<file path="config.mk">
export PLATFORM = sky130hd
export DESIGN_NAME = rounded_panel_pixel_shader_flat
export DESIGN_NICKNAME = d
export VERILOG_FILES = /design/src/design/rpps_pkg.sv /design/src/design/rpps_if.sv /design/src/design/rpps_geom.sv /design/src/design/rounded_panel_pixel_shader.sv /design/src/flat_wrapper.sv
export SDC_FILE = /design/constraint.sdc
export NUM_CORES = 1
export LEC_CHECK = 0
export ABC_AREA = 1
export ABC_CLOCK_PERIOD_IN_PS = 7970
export BUFFER_PORTS_ARGS = -buffer_cell sky130_fd_sc_hd__buf_2
export CELL_PAD_IN_SITES_DETAIL_PLACEMENT = 0
export CELL_PAD_IN_SITES_GLOBAL_PLACEMENT = 1
export CORE_ASPECT_RATIO = 2
export CORE_MARGIN = 2
export CORE_UTILIZATION = 40
export DETAILED_ROUTE_END_ITERATION = 16
export PLACE_DENSITY = 0.75
export REMOVE_ABC_BUFFERS = 1
export SYNTH_ARGS = -nofsm -noshare
export SYNTH_HDL_FRONTEND = slang
export SYNTH_HIERARCHICAL = 1
export SYNTH_SLANG_ARGS = --single-unit
</file>
<file path="constraint.sdc">
create_clock -name clk -period 7.97 [get_ports clk]
set_input_delay 0.3985 -clock clk [delete_from_list [all_inputs] [get_ports clk]]
set_output_delay 0.3985 -clock clk [all_outputs]
set_load 0.01 [all_outputs]
</file>
<file path="src/design/rpps_pkg.sv">
// Shared types and constants for the rounded panel pixel shader.
package rpps_pkg;

	localparam int unsigned COORD_W   = 8;
	localparam int unsigned SIDE_W    = 9;
	localparam int unsigned RADIUS_W  = 8;
	localparam int unsigned COLOR_W   = 24;
	localparam int unsigned CHAN_W    = 8;
	localparam int unsigned CFG_IDX_W = 2;
	localparam int unsigned HALF_W    = 9;   // half-pixel coordinate / radius
	localparam int unsigned GEO_W     = 12;  // signed half-pixel geometry
	localparam int unsigned DELTA_W   = 11;  // corner offset magnitude
	localparam int unsigned EDGE_W    = 11;  // signed edge distance
	localparam int unsigned DIST_W    = 2 * DELTA_W;
	localparam int unsigned RSQ_W     = 2 * HALF_W;

	typedef enum logic [CFG_IDX_W-1:0] {
		REG_SIDE   = 2'd0,
		REG_RADIUS = 2'd1,
		REG_FILL   = 2'd2,
		REG_FRAME  = 2'd3
	} cfg_reg_t;

	typedef enum logic [1:0] {
		FR_FILL  = 2'd0,
		FR_DARK  = 2'd1,
		FR_LIGHT = 2'd2
	} frame_class_t;

	localparam logic [SIDE_W-1:0]   SIDE_RST   = 9'd256;
	localparam logic [RADIUS_W-1:0] RADIUS_RST = 8'd28;
	localparam logic [COLOR_W-1:0]  FILL_RST   = 24'hF3EEE2;

	localparam logic [COLOR_W-1:0]  DARK_GOLD  = 24'hC8AA6E;
	localparam logic [COLOR_W-1:0]  LIGHT_GOLD = 24'hFFF6DF;

	localparam logic [CHAN_W-1:0]   ALPHA_ON   = 8'hFF;
	localparam logic [CHAN_W-1:0]   ALPHA_OFF  = 8'h00;

	typedef struct packed {
		logic                corner;
		logic [DELTA_W-1:0]  dx;
		logic [DELTA_W-1:0]  dy;
		logic [HALF_W-1:0]   rad;
		frame_class_t        fclass;
	} geom_t;

endpackage

</file>
<file path="src/design/rpps_if.sv">
// Valid/ready channel interfaces for pixel coordinates and BGRA colors.
interface rpps_pix_if;
	logic       valid;
	logic       ready;
	logic [7:0] pixel_x;
	logic [7:0] pixel_y;

	modport source (output valid, output pixel_x, output pixel_y, input ready);
	modport sink   (input valid, input pixel_x, input pixel_y, output ready);
endinterface

interface rpps_rgba_if;
	logic       valid;
	logic       ready;
	logic [7:0] blue;
	logic [7:0] green;
	logic [7:0] red;
	logic [7:0] alpha;

	modport source (output valid, output blue, output green, output red, output alpha,
		input ready);
	modport sink   (input valid, input blue, input green, input red, input alpha,
		output ready);
endinterface

</file>
<file path="src/design/rpps_geom.sv">
// Corner region selection, corner offsets and frame band class for one pixel.
module rpps_geom
	import rpps_pkg::*;
(
	input  logic [COORD_W-1:0]  x,
	input  logic [COORD_W-1:0]  y,
	input  logic [SIDE_W-1:0]   side,
	input  logic [RADIUS_W-1:0] radius,
	output geom_t               geom
);

	logic [HALF_W-1:0]        px, py, rad;
	logic signed [GEO_W-1:0]  px_s, py_s, rad_s, far_s;
	logic signed [GEO_W-1:0]  dx_l, dx_r, dy_t, dy_b;
	logic                     left, right, top, bottom;
	logic signed [EDGE_W-1:0] side_m1, ex0, ex1, ey0, ey1, ex, ey, e;

	assign px    = {x, 1'b1};
	assign py    = {y, 1'b1};
	assign rad   = {radius, 1'b0};
	assign px_s  = $signed({3'b0, px});
	assign py_s  = $signed({3'b0, py});
	assign rad_s = $signed({3'b0, rad});
	assign far_s = $signed({2'b0, side, 1'b0}) - rad_s;

	assign left   = px_s < rad_s;
	assign top    = py_s < rad_s;
	assign right  = px_s > far_s;
	assign bottom = py_s > far_s;

	assign dx_l = rad_s - px_s;
	assign dx_r = px_s - far_s;
	assign dy_t = rad_s - py_s;
	assign dy_b = py_s - far_s;

	assign side_m1 = $signed({2'b0, side}) - 11'sd1;
	assign ex0 = $signed({3'b0, x});
	assign ey0 = $signed({3'b0, y});
	assign ex1 = side_m1 - ex0;
	assign ey1 = side_m1 - ey0;
	assign ex  = (ex0 < ex1) ? ex0 : ex1;
	assign ey  = (ey0 < ey1) ? ey0 : ey1;
	assign e   = (ex < ey) ? ex : ey;

	always_comb begin
		geom.rad    = rad;
		geom.corner = 1'b1;
		geom.dx     = '0;
		geom.dy     = '0;
		// first matching corner wins when regions overlap
		if (left && top) begin
			geom.dx = dx_l[DELTA_W-1:0];
			geom.dy = dy_t[DELTA_W-1:0];
		end else if (right && top) begin
			geom.dx = dx_r[DELTA_W-1:0];
			geom.dy = dy_t[DELTA_W-1:0];
		end else if (left && bottom) begin
			geom.dx = dx_l[DELTA_W-1:0];
			geom.dy = dy_b[DELTA_W-1:0];
		end else if (right && bottom) begin
			geom.dx = dx_r[DELTA_W-1:0];
			geom.dy = dy_b[DELTA_W-1:0];
		end else begin
			geom.corner = 1'b0;
		end

		if (e <= 11'sd2)
			geom.fclass = FR_DARK;
		else if (e == 11'sd4 || e == 11'sd5)
			geom.fclass = FR_LIGHT;
		else
			geom.fclass = FR_FILL;
	end

endmodule

</file>
<file path="src/design/rounded_panel_pixel_shader.sv">
// Top level of the rounded panel pixel shader.
//
// Usage: pixel coordinates (pixel_x, pixel_y) arrive on the pixel channel and
// one BGRA color per coordinate leaves on the color channel, in order. Alpha is
// 255 inside the rounded square and 0 outside; an outside pixel carries the
// fill color. With the frame enabled, inside pixels near the edge turn gold.
// Configuration is a plain write port (cfg_we, cfg_index, cfg_data) taken
// at any clock edge with cfg_we high; write it only while no pixel is in flight.
// A result passes from its coordinate transfer through the stage 1 register
// into the output register, where it is offered to the receiver.
// Throughput: one pixel per clock while the receiver takes results; stage 1
// registers corner offsets and frame class, stage 2 squares the offsets,
// compares and registers the color. On a receiver stall the result holds in
// the output register, stage 1 fills if empty and then pixel.ready drops.
// Reset clears both valid bits and loads the register reset values
// (side 256, radius 28, fill F3EEE2, frame on).
module rounded_panel_pixel_shader
	import rpps_pkg::*;
#(
	parameter int MAX_SIDE = 256
) (
	input  logic                 clk,
	input  logic                 arst_n,
	input  logic                 cfg_we,
	input  logic [CFG_IDX_W-1:0] cfg_index,
	input  logic [COLOR_W-1:0]   cfg_data,
	rpps_pix_if.sink             pixel,
	rpps_rgba_if.source          color
);

	logic [SIDE_W-1:0]   side_q;
	logic [RADIUS_W-1:0] radius_q;
	logic [COLOR_W-1:0]  fill_q;
	logic                frame_q;

	logic [SIDE_W-1:0]   side_eff;
	geom_t               geom, geom_s1;
	logic                valid_s1, valid_s2;
	logic                adv;

	logic [DIST_W-1:0]   dx_sq, dy_sq, dist_sq;
	logic [RSQ_W-1:0]    rad_sq;
	logic                in_shape;
	logic [COLOR_W-1:0]  rgb;
	logic [CHAN_W-1:0]   blue_s2, green_s2, red_s2, alpha_s2;

	always_ff @(posedge clk or negedge arst_n) begin
		if (!arst_n) begin
			side_q   <= SIDE_RST;
			radius_q <= RADIUS_RST;
			fill_q   <= FILL_RST;
			frame_q  <= 1'b1;
		end else if (cfg_we) begin
			unique case (cfg_reg_t'(cfg_index))
				REG_SIDE:   side_q   <= cfg_data[SIDE_W-1:0];
				REG_RADIUS: radius_q <= cfg_data[RADIUS_W-1:0];
				REG_FILL:   fill_q   <= cfg_data;
				REG_FRAME:  frame_q  <= cfg_data[0];
				default: ;
			endcase
		end
	end

	always_comb begin
		if (32'(side_q) > MAX_SIDE)
			side_eff = SIDE_W'(MAX_SIDE);
		else
			side_eff = side_q;
	end

	rpps_geom u_geom (
		.x      (pixel.pixel_x),
		.y      (pixel.pixel_y),
		.side   (side_eff),
		.radius (radius_q),
		.geom   (geom)
	);

	assign adv         = !valid_s2 || color.ready;
	assign pixel.ready = !valid_s1 || adv;

	always_ff @(posedge clk or negedge arst_n) begin
		if (!arst_n) begin
			valid_s1 <= 1'b0;
			valid_s2 <= 1'b0;
		end else begin
			if (pixel.ready)
				valid_s1 <= pixel.valid;
			if (adv)
				valid_s2 <= valid_s1;
		end
	end

	always_ff @(posedge clk) begin
		if (pixel.ready && pixel.valid)
			geom_s1 <= geom;
	end

	// exact squared distance to the corner circle center
	assign dx_sq    = geom_s1.dx * geom_s1.dx;
	assign dy_sq    = geom_s1.dy * geom_s1.dy;
	assign dist_sq  = dx_sq + dy_sq;
	assign rad_sq   = geom_s1.rad * geom_s1.rad;
	assign in_shape = !geom_s1.corner || (dist_sq <= DIST_W'(rad_sq));

	always_comb begin
		rgb = fill_q;
		if (in_shape && frame_q) begin
			case (geom_s1.fclass)
				FR_DARK:  rgb = DARK_GOLD;
				FR_LIGHT: rgb = LIGHT_GOLD;
				default:  rgb = fill_q;
			endcase
		end
	end

	always_ff @(posedge clk) begin
		if (adv && valid_s1) begin
			blue_s2  <= rgb[7:0];
			green_s2 <= rgb[15:8];
			red_s2   <= rgb[23:16];
			alpha_s2 <= in_shape ? ALPHA_ON : ALPHA_OFF;
		end
	end

	assign color.valid = valid_s2;
	assign color.blue  = blue_s2;
	assign color.green = green_s2;
	assign color.red   = red_s2;
	assign color.alpha = alpha_s2;

endmodule

</file>
<file path="src/flat_wrapper.sv">
// flat-port wrapper written by rule: the top's interface ports become plain ports
module rounded_panel_pixel_shader_flat import rpps_pkg::*;
#(
	parameter int MAX_SIDE = 256
)
  (clk, arst_n, cfg_we, cfg_index, cfg_data, pixel_valid, pixel_pixel_x, pixel_pixel_y, pixel_ready, color_valid, color_blue, color_green, color_red, color_alpha, color_ready);
  rpps_pix_if pixel_i ();
  rpps_rgba_if color_i ();
  input  logic clk;
  input  logic arst_n;
  input  logic cfg_we;
  input  logic [CFG_IDX_W-1:0] cfg_index;
  input  logic [COLOR_W-1:0] cfg_data;
  input wire logic [$bits(pixel_i.valid)-1:0] pixel_valid;
  input wire logic [$bits(pixel_i.pixel_x)-1:0] pixel_pixel_x;
  input wire logic [$bits(pixel_i.pixel_y)-1:0] pixel_pixel_y;
  output wire logic [$bits(pixel_i.ready)-1:0] pixel_ready;
  output wire logic [$bits(color_i.valid)-1:0] color_valid;
  output wire logic [$bits(color_i.blue)-1:0] color_blue;
  output wire logic [$bits(color_i.green)-1:0] color_green;
  output wire logic [$bits(color_i.red)-1:0] color_red;
  output wire logic [$bits(color_i.alpha)-1:0] color_alpha;
  input wire logic [$bits(color_i.ready)-1:0] color_ready;
  assign pixel_i.valid = pixel_valid;
  assign pixel_i.pixel_x = pixel_pixel_x;
  assign pixel_i.pixel_y = pixel_pixel_y;
  assign pixel_ready = pixel_i.ready;
  assign color_valid = color_i.valid;
  assign color_blue = color_i.blue;
  assign color_green = color_i.green;
  assign color_red = color_i.red;
  assign color_alpha = color_i.alpha;
  assign color_i.ready = color_ready;
  rounded_panel_pixel_shader #(.MAX_SIDE(MAX_SIDE)) u_core (.clk(clk), .arst_n(arst_n), .cfg_we(cfg_we), .cfg_index(cfg_index), .cfg_data(cfg_data), .pixel(pixel_i), .color(color_i));
endmodule
</file>
==> flow_summary.toml, run 1 <==
[floorplan]
start_util_pct = 40.58
core.rowCount = 109
die_w_um = 153.7
die_h_um = 303.4
die_area_um2 = 46640
core-area_um2 = 44190
ios = 81

[logic_synthesis]
yosysSeqAreaShare_pct = 16.17
synth_warnings = 6
synthCells = 2305
ys_seq_elements = 103
yosys.area_share.xor_xnor_pct = 4.103
ys_types = 46
synth_area_um2 = 17930
synth-compound-area-share_pct = 6.636
synth_area_per_cell_um2 = 7.779
synthArstFlopShare_pct = 42.72
yosys.area_share.simple_pct = 18.49
yosys.area_share.adder_pct = 39.45
synthMuxAreaShare_pct = 0.6908
synth-edff-count = 59
synthFlopType = "edfxtp_1"
synth_top_family_by_area = "adder cells"

[clocking]
cts_hold_buf = 0
root_buffer = "clkbuf_16"
clock_latency_ns = 0.37
clkTransAtPathRegs_ns = 0.09
cts_tree = "done"
clock-sinks = 103
htree_levels = 3
cts-buffers-inserted = 9
clock_path_buffers = 2

[timing]
skew_ns = 0.02367
relSlewSlack_pct = 34.15
finalMaxSlewViolations = 0
fin_crit_sh_pct = 94.36
setup_violations = 0
min_period_ns = 7.520
setup_ws_ns = 0.4497
clock.fmax_mhz = 133.0
worst_pin_slew_ns = 0.9878
finalHoldViolCount = 0

[setup_path]
worstReg2RegStart = "u_core/geom_s1[31]$_DFFE_PP_"
regToRegSetupSlack_ns = 0.45
crit_top_cell = "nand2_1"
cp-startpoint = "u_core/geom_s1[31]$_DFFE_PP_"
cp_max_fo = 8
path_class = "flop to flop"
cp_slowest_cell = "fa_1"
critPathCaptureType = "flop"
r2r-end = "u_core/color.red[5]$_DFFE_PP_"
start_kind = "flop"
ff2ff_path_depth = 36
cp.required_ns = 8.09
crit_arrival_ns = 7.64
slowest_delay_ns = 0.58

[routing]
drt-total-wl_um = 48210
wl_per_cell_um = 16.39
drc_errors = 0
ant_nets = 0
drt_iter0_drc = 636
vias = 14390
vias_per_cell = 4.893
dr.pass1.iters = 5

[finish]
diodes = 0
mostFrequentLayoutCells = "inv_1, nand2_1, ha_1"
num-nets-final = 2871
num-fill-cells = 4569
area_delta_synth_final_pct = 8.562
drive_gt1_share_pct = 10.48
final_common_cell = "inv_1"

[placed_design]
dp_hpwl_um = 41710
port_buffers = 80
gp_congestion = 0.9065
post-place-ws_ns = 0.1819

[grt]
grt_pass1_wl_um = 75590
grt_pass1_vias = 15220
grtUsageTotal_pct = 20.97
antenna_found_initial = 0
grt_overflow = 0
grt_start_max_net_pins = 45

[job]
max_cap_viol_count = 0

[status]
status = "completed"

[worst_hold_path]
hold_path.class = "primary input to async pin"
[cells by family after synthesis]
logic type | count (synthesis)
adders and majority gates | 443
DFF | 103
xor gates and xnor gates | 84
other | 1
muxes | 11
buffers and inverters | 664
AOI/OAI and AO/OA | 214
and+or+nand+nor | 785
[synthesized netlist by cell type (5+ instances only)]
cell type  instances  area, um2
fa_1             204       4084
edfxtp_1          59       1772
o21ai_0           66      330.3
a31oi_1            7      43.79
inv_1            587       2203
mux2_2            11      123.9
nand2_2            9      56.30
nor3_1             8      40.04
nor2_1            77      289.0
buf_4             19      142.6
ha_1             239       2990
dfrtp_1           23      575.6
xor2_1            56      490.5
inv_2              8      30.03
clkbuf_1          45      168.9
and2_1             5      31.28
nand2_4            8      90.09
xnor2_1           28      245.2
a21oi_1           94      470.5
o21ai_2           10      87.58
and3_1             6      37.54
nand4_1           20      125.1
nand2_1          543       2038
a21o_1             8      60.06
o21ai_1           11      55.05
or2_2              9      56.30
dfstp_2           21      551.8
nand3_1           84      420.4
[timing repair]
action                                  in CTS  in global routing
endpoints found under the setup margin       0                 24
gates resized for setup                      0                 13
setup buffers                                0                 38
[how the worst max path moves through the flow]
stage | end | slack (ns)
after detailed placement | u_core/color.blue[2]$_DFFE_PP_ | 0.18
after CTS | u_core/color.green[7]$_DFFE_PP_ | 0.16
final | u_core/color.red[5]$_DFFE_PP_ | 0.45
after floorplan | u_core/color.blue[1]$_DFFE_PP_ | 0.93
after global routing | u_core/color.green[0]$_DFFE_PP_ | -0.01
after global placement | u_core/color.red[5]$_DFFE_PP_ | 0.22
[layout make-up]
class / count / area [um2] / area share (%)
inverter: 595 / 2233 / 11.47
multi-input combinational: 1538 / 12530 / 64.37
sequential: 103 / 2899 / 14.89
timing repair buffer: 134 / 798.3 / 4.101
clock buffer: 9 / 225.2 / 1.157
tap: 555 / 694.4 / 3.567
clock inverter: 7 / 85.08 / 0.4371
[metrics by stage]
step           std cells  util, %  hold slack (ns)  cell area [um2]  setup TNS (ns)
3_5_place_dp        2887    42.53           0.4687            18790               0
3_3_place_gp        2887    42.53           0.4630            18790               0
2_1_floorplan       2236        -           0.1029            17580               0
5_1_grt             2941    44.05           0.2559            19470        -0.01967
6_report            2941    44.05           0.1807            19470               0
4_1_cts             2903    43.24           0.2184            19100               0
[routing by layer]
| metal | vias to the layer above | track usage (%) | part of all wire [%] |
|---|---|---|---|
| li1 | 7142 | - | - |
| met1 | 6865 | 17.46 | 31 |
| met2 | 241 | 44.21 | 59 |
| met3 | 143 | 0.9969 | 1.4 |
| met4 | 0 | 16.49 | 9.3 |
| met5 | - | 0 | 0 |
[worst max-delay path: cells and delay by family, from the launching register on]
family          cells  cell delay, ns
xor+xnor            1            0.19
fa+ha+maj           9            4.33
flops               1            0.54
compound gates      1            0.16
buf+inv             8            0.59
simple gates       17            1.47
[flip-flops by register name (all words and copies together) (netlist names)]
name,flops
u_core/geom_s1,34
u_core/color.green,8
u_core/color.blue,8
u_core/radius_q,8
u_core/side_q,9
u_core/color.valid,1
u_core/color.red,8
u_core/fill_q,24
u_core/valid_s1,1
u_core/color.alpha,1
u_core/frame_q,1
Power of run 1 is not shown: default switching activity piles up to over one toggle a cycle in this logic, so the estimate is an artifact.
==> run 2: changes to the inputs <==
Settings changed: BUFFER_PORTS_ARGS -buffer_cell sky130_fd_sc_hd__buf_2 to -buffer_cell sky130_fd_sc_hd__clkbuf_2.
==> run 2 against run 1 <==
Effect of this change: routed wire length down 0.38%; first-iteration DRC count down 2.0%; global-route usage shrank 0.15 points; cell count is 0.37% higher; via count is 0.13% higher; die area stayed put; register-to-register slack worse by 0.06 ns; clock skew grew 0.0042 ns; clock-buffer cell count unchanged; utilization increased by 0.34 points; fmax down 0.74%; largest cell class unchanged.
==> flow_summary.toml, run 2 (synthesis results as in run 1) <==
[status]
status = "completed"

[clocking]
cts-buffers-inserted = 9
root_buffer = "clkbuf_16"
clock_latency_ns = 0.37
htree_levels = 3
cts_tree = "done"
clock_path_buffers = 2
cts_hold_buf = 0
clock-sinks = 103
clkTransAtPathRegs_ns = 0.08

[finish]
largest_reg_flops = 34
final_common_cell = "inv_1"
stdcell_area_um2 = 19620
area_delta_synth_final_pct = 9.406
drive_gt1_share_pct = 11.14
mostFrequentLayoutCells = "inv_1, nand2_1, ha_1"
num-nets-final = 2882
num-fill-cells = 4581
diodes = 0
biggestRegsByFlops = "u_core/geom_s1 (34), u_core/fill_q (24), u_core/side_q (9)"
largest-register = "u_core/geom_s1"

[grt]
grt_pass1_vias = 15130
antenna_found_initial = 0
grt_start_max_net_pins = 45
grt_overflow = 0
met1_usage_pct = 17.40
grt_pass1_wl_um = 74600
grt_use_met2_pct = 43.27
met3_usage_pct = 0.9541
grtUsageTotal_pct = 20.82
top_usage_layer = "met2"

[routing]
ant_nets = 0
drc_errors = 0
wl_per_cell_um = 16.27
drt-total-wl_um = 48030
vias = 14410
vias_per_cell = 4.881
drt_iter0_drc = 623
dr.pass1.iters = 5

[floorplan]
start_util_pct = 40.58
core-area_um2 = 44190
die_area_um2 = 46640
ios = 81
core.rowCount = 109
die_h_um = 303.4
die_w_um = 153.7

[setup_path]
regToRegSetupSlack_ns = 0.39
worstReg2RegStart = "u_core/geom_s1[20]$_DFFE_PP_"
cp-startpoint = "u_core/geom_s1[20]$_DFFE_PP_"
crit_top_cell = "nand2_1"
cp_slowest_cell = "fa_1"
path_class = "flop to flop"
start_kind = "flop"
crit_path_end = "u_core/color.red[5]$_DFFE_PP_"
critPathCaptureType = "flop"
cp.required_ns = 8.10
r2r-end = "u_core/color.red[5]$_DFFE_PP_"
crit_arrival_ns = 7.70
cp_max_fo = 7
slowest_delay_ns = 0.62
ff2ff_path_depth = 35

[timing]
min_period_ns = 7.577
worst_pin_slew_ns = 0.7251
fin_crit_sh_pct = 95.06
clock.fmax_mhz = 132.0
finalMaxSlewViolations = 0
skew_ns = 0.02784
relSlewSlack_pct = 51.50
finalHoldViolCount = 0
setup_violations = 0

[worst_hold_path]
hold_path.class = "primary input to async pin"

[placed_design]
port_buffers = 80
gp_congestion = 0.9190
dp_hpwl_um = 41600
placed_area_um2 = 18790

[job]
max_cap_viol_count = 0
run 2: changes by cell type in the layout (fill, tap and decap cells not counted), sizes merged:
| cell | before | now |
|---|---|---|
| clkbuf | 10 | 93 |
| clkinvlp | 1 | 0 |
| nand2 | 560 | 561 |
| inv | 598 | 599 |
| buf | 133 | 60 |
run 2: timing repair:
| item | in CTS | in global routing |
|---|---|---|
| setup buffers | 0 | 49 |
| resized for setup | 0 | 26 |
| setup endpoints to repair | 0 | 25 |
run 2: routing by layer:
metal / part of all wire [%] / wire, um / up-vias
met5: 0 / 0 / -
met4: 9.9 / 4737 / 0
met3: 1.5 / 736 / 149
met2: 58 / 28040 / 267
met1: 30 / 14510 / 6839
li1: - / - / 7155
run 2: cell type report:
class | count | area [um2] | area share, %
clock inverters | 7 | 91.34 | 0.4656
repair buffers | 144 | 885.9 | 4.516
inverters | 595 | 2233 | 11.38
multi-input cells | 1539 | 12590 | 64.17
flip-flops and latches | 103 | 2899 | 14.78
well taps | 555 | 694.4 | 3.540
clock buffers | 9 | 225.2 | 1.148
run 2: metrics by stage:
step	util (%)	worst slack [ns]	hold slack, ns	TNS [ns]	std cells
after CTS	43.23	0.1802	0.1116	0	2902
final	44.40	0.3935	0.1015	0	2952
after global routing	44.40	-0.02678	0.1403	-0.1320	2952
after floorplan	-	0.9308	0.1029	0	2236
after global placement	42.52	0.1846	0.4643	0	2886
after detailed placement	42.52	0.1997	0.4700	0	2886
run 2: how the worst min path moves through the flow:
stage	startpoint	endpoint	cells after the start
CTS	arst_n	u_core/fill_q[19]$_DFFE_PN0P_	2
finish	arst_n	u_core/fill_q[12]$_DFFE_PN0P_	2
global route	arst_n	u_core/fill_q[19]$_DFFE_PN0P_	2
floorplan	arst_n	u_core/color.valid$_DFFE_PN0P_	0
detailed placement	u_core/fill_q[23]$_DFFE_PN1P_	u_core/fill_q[23]$_DFFE_PN1P_	2
global placement	u_core/fill_q[15]$_DFFE_PN1P_	u_core/fill_q[15]$_DFFE_PN1P_	2
run 2: worst max-delay path: cells and delay by family (launching register included):
family | cells | cell delay [ns]
adder cells (fa/ha/maj) | 9 | 4.42
AND/OR/NAND/NOR | 14 | 1.10
buffers and inverters | 8 | 0.60
AO/OA/AOI/OAI | 3 | 0.55
flip-flops | 1 | 0.51
XOR/XNOR | 1 | 0.16
Power of run 2 is left out for the same reason.
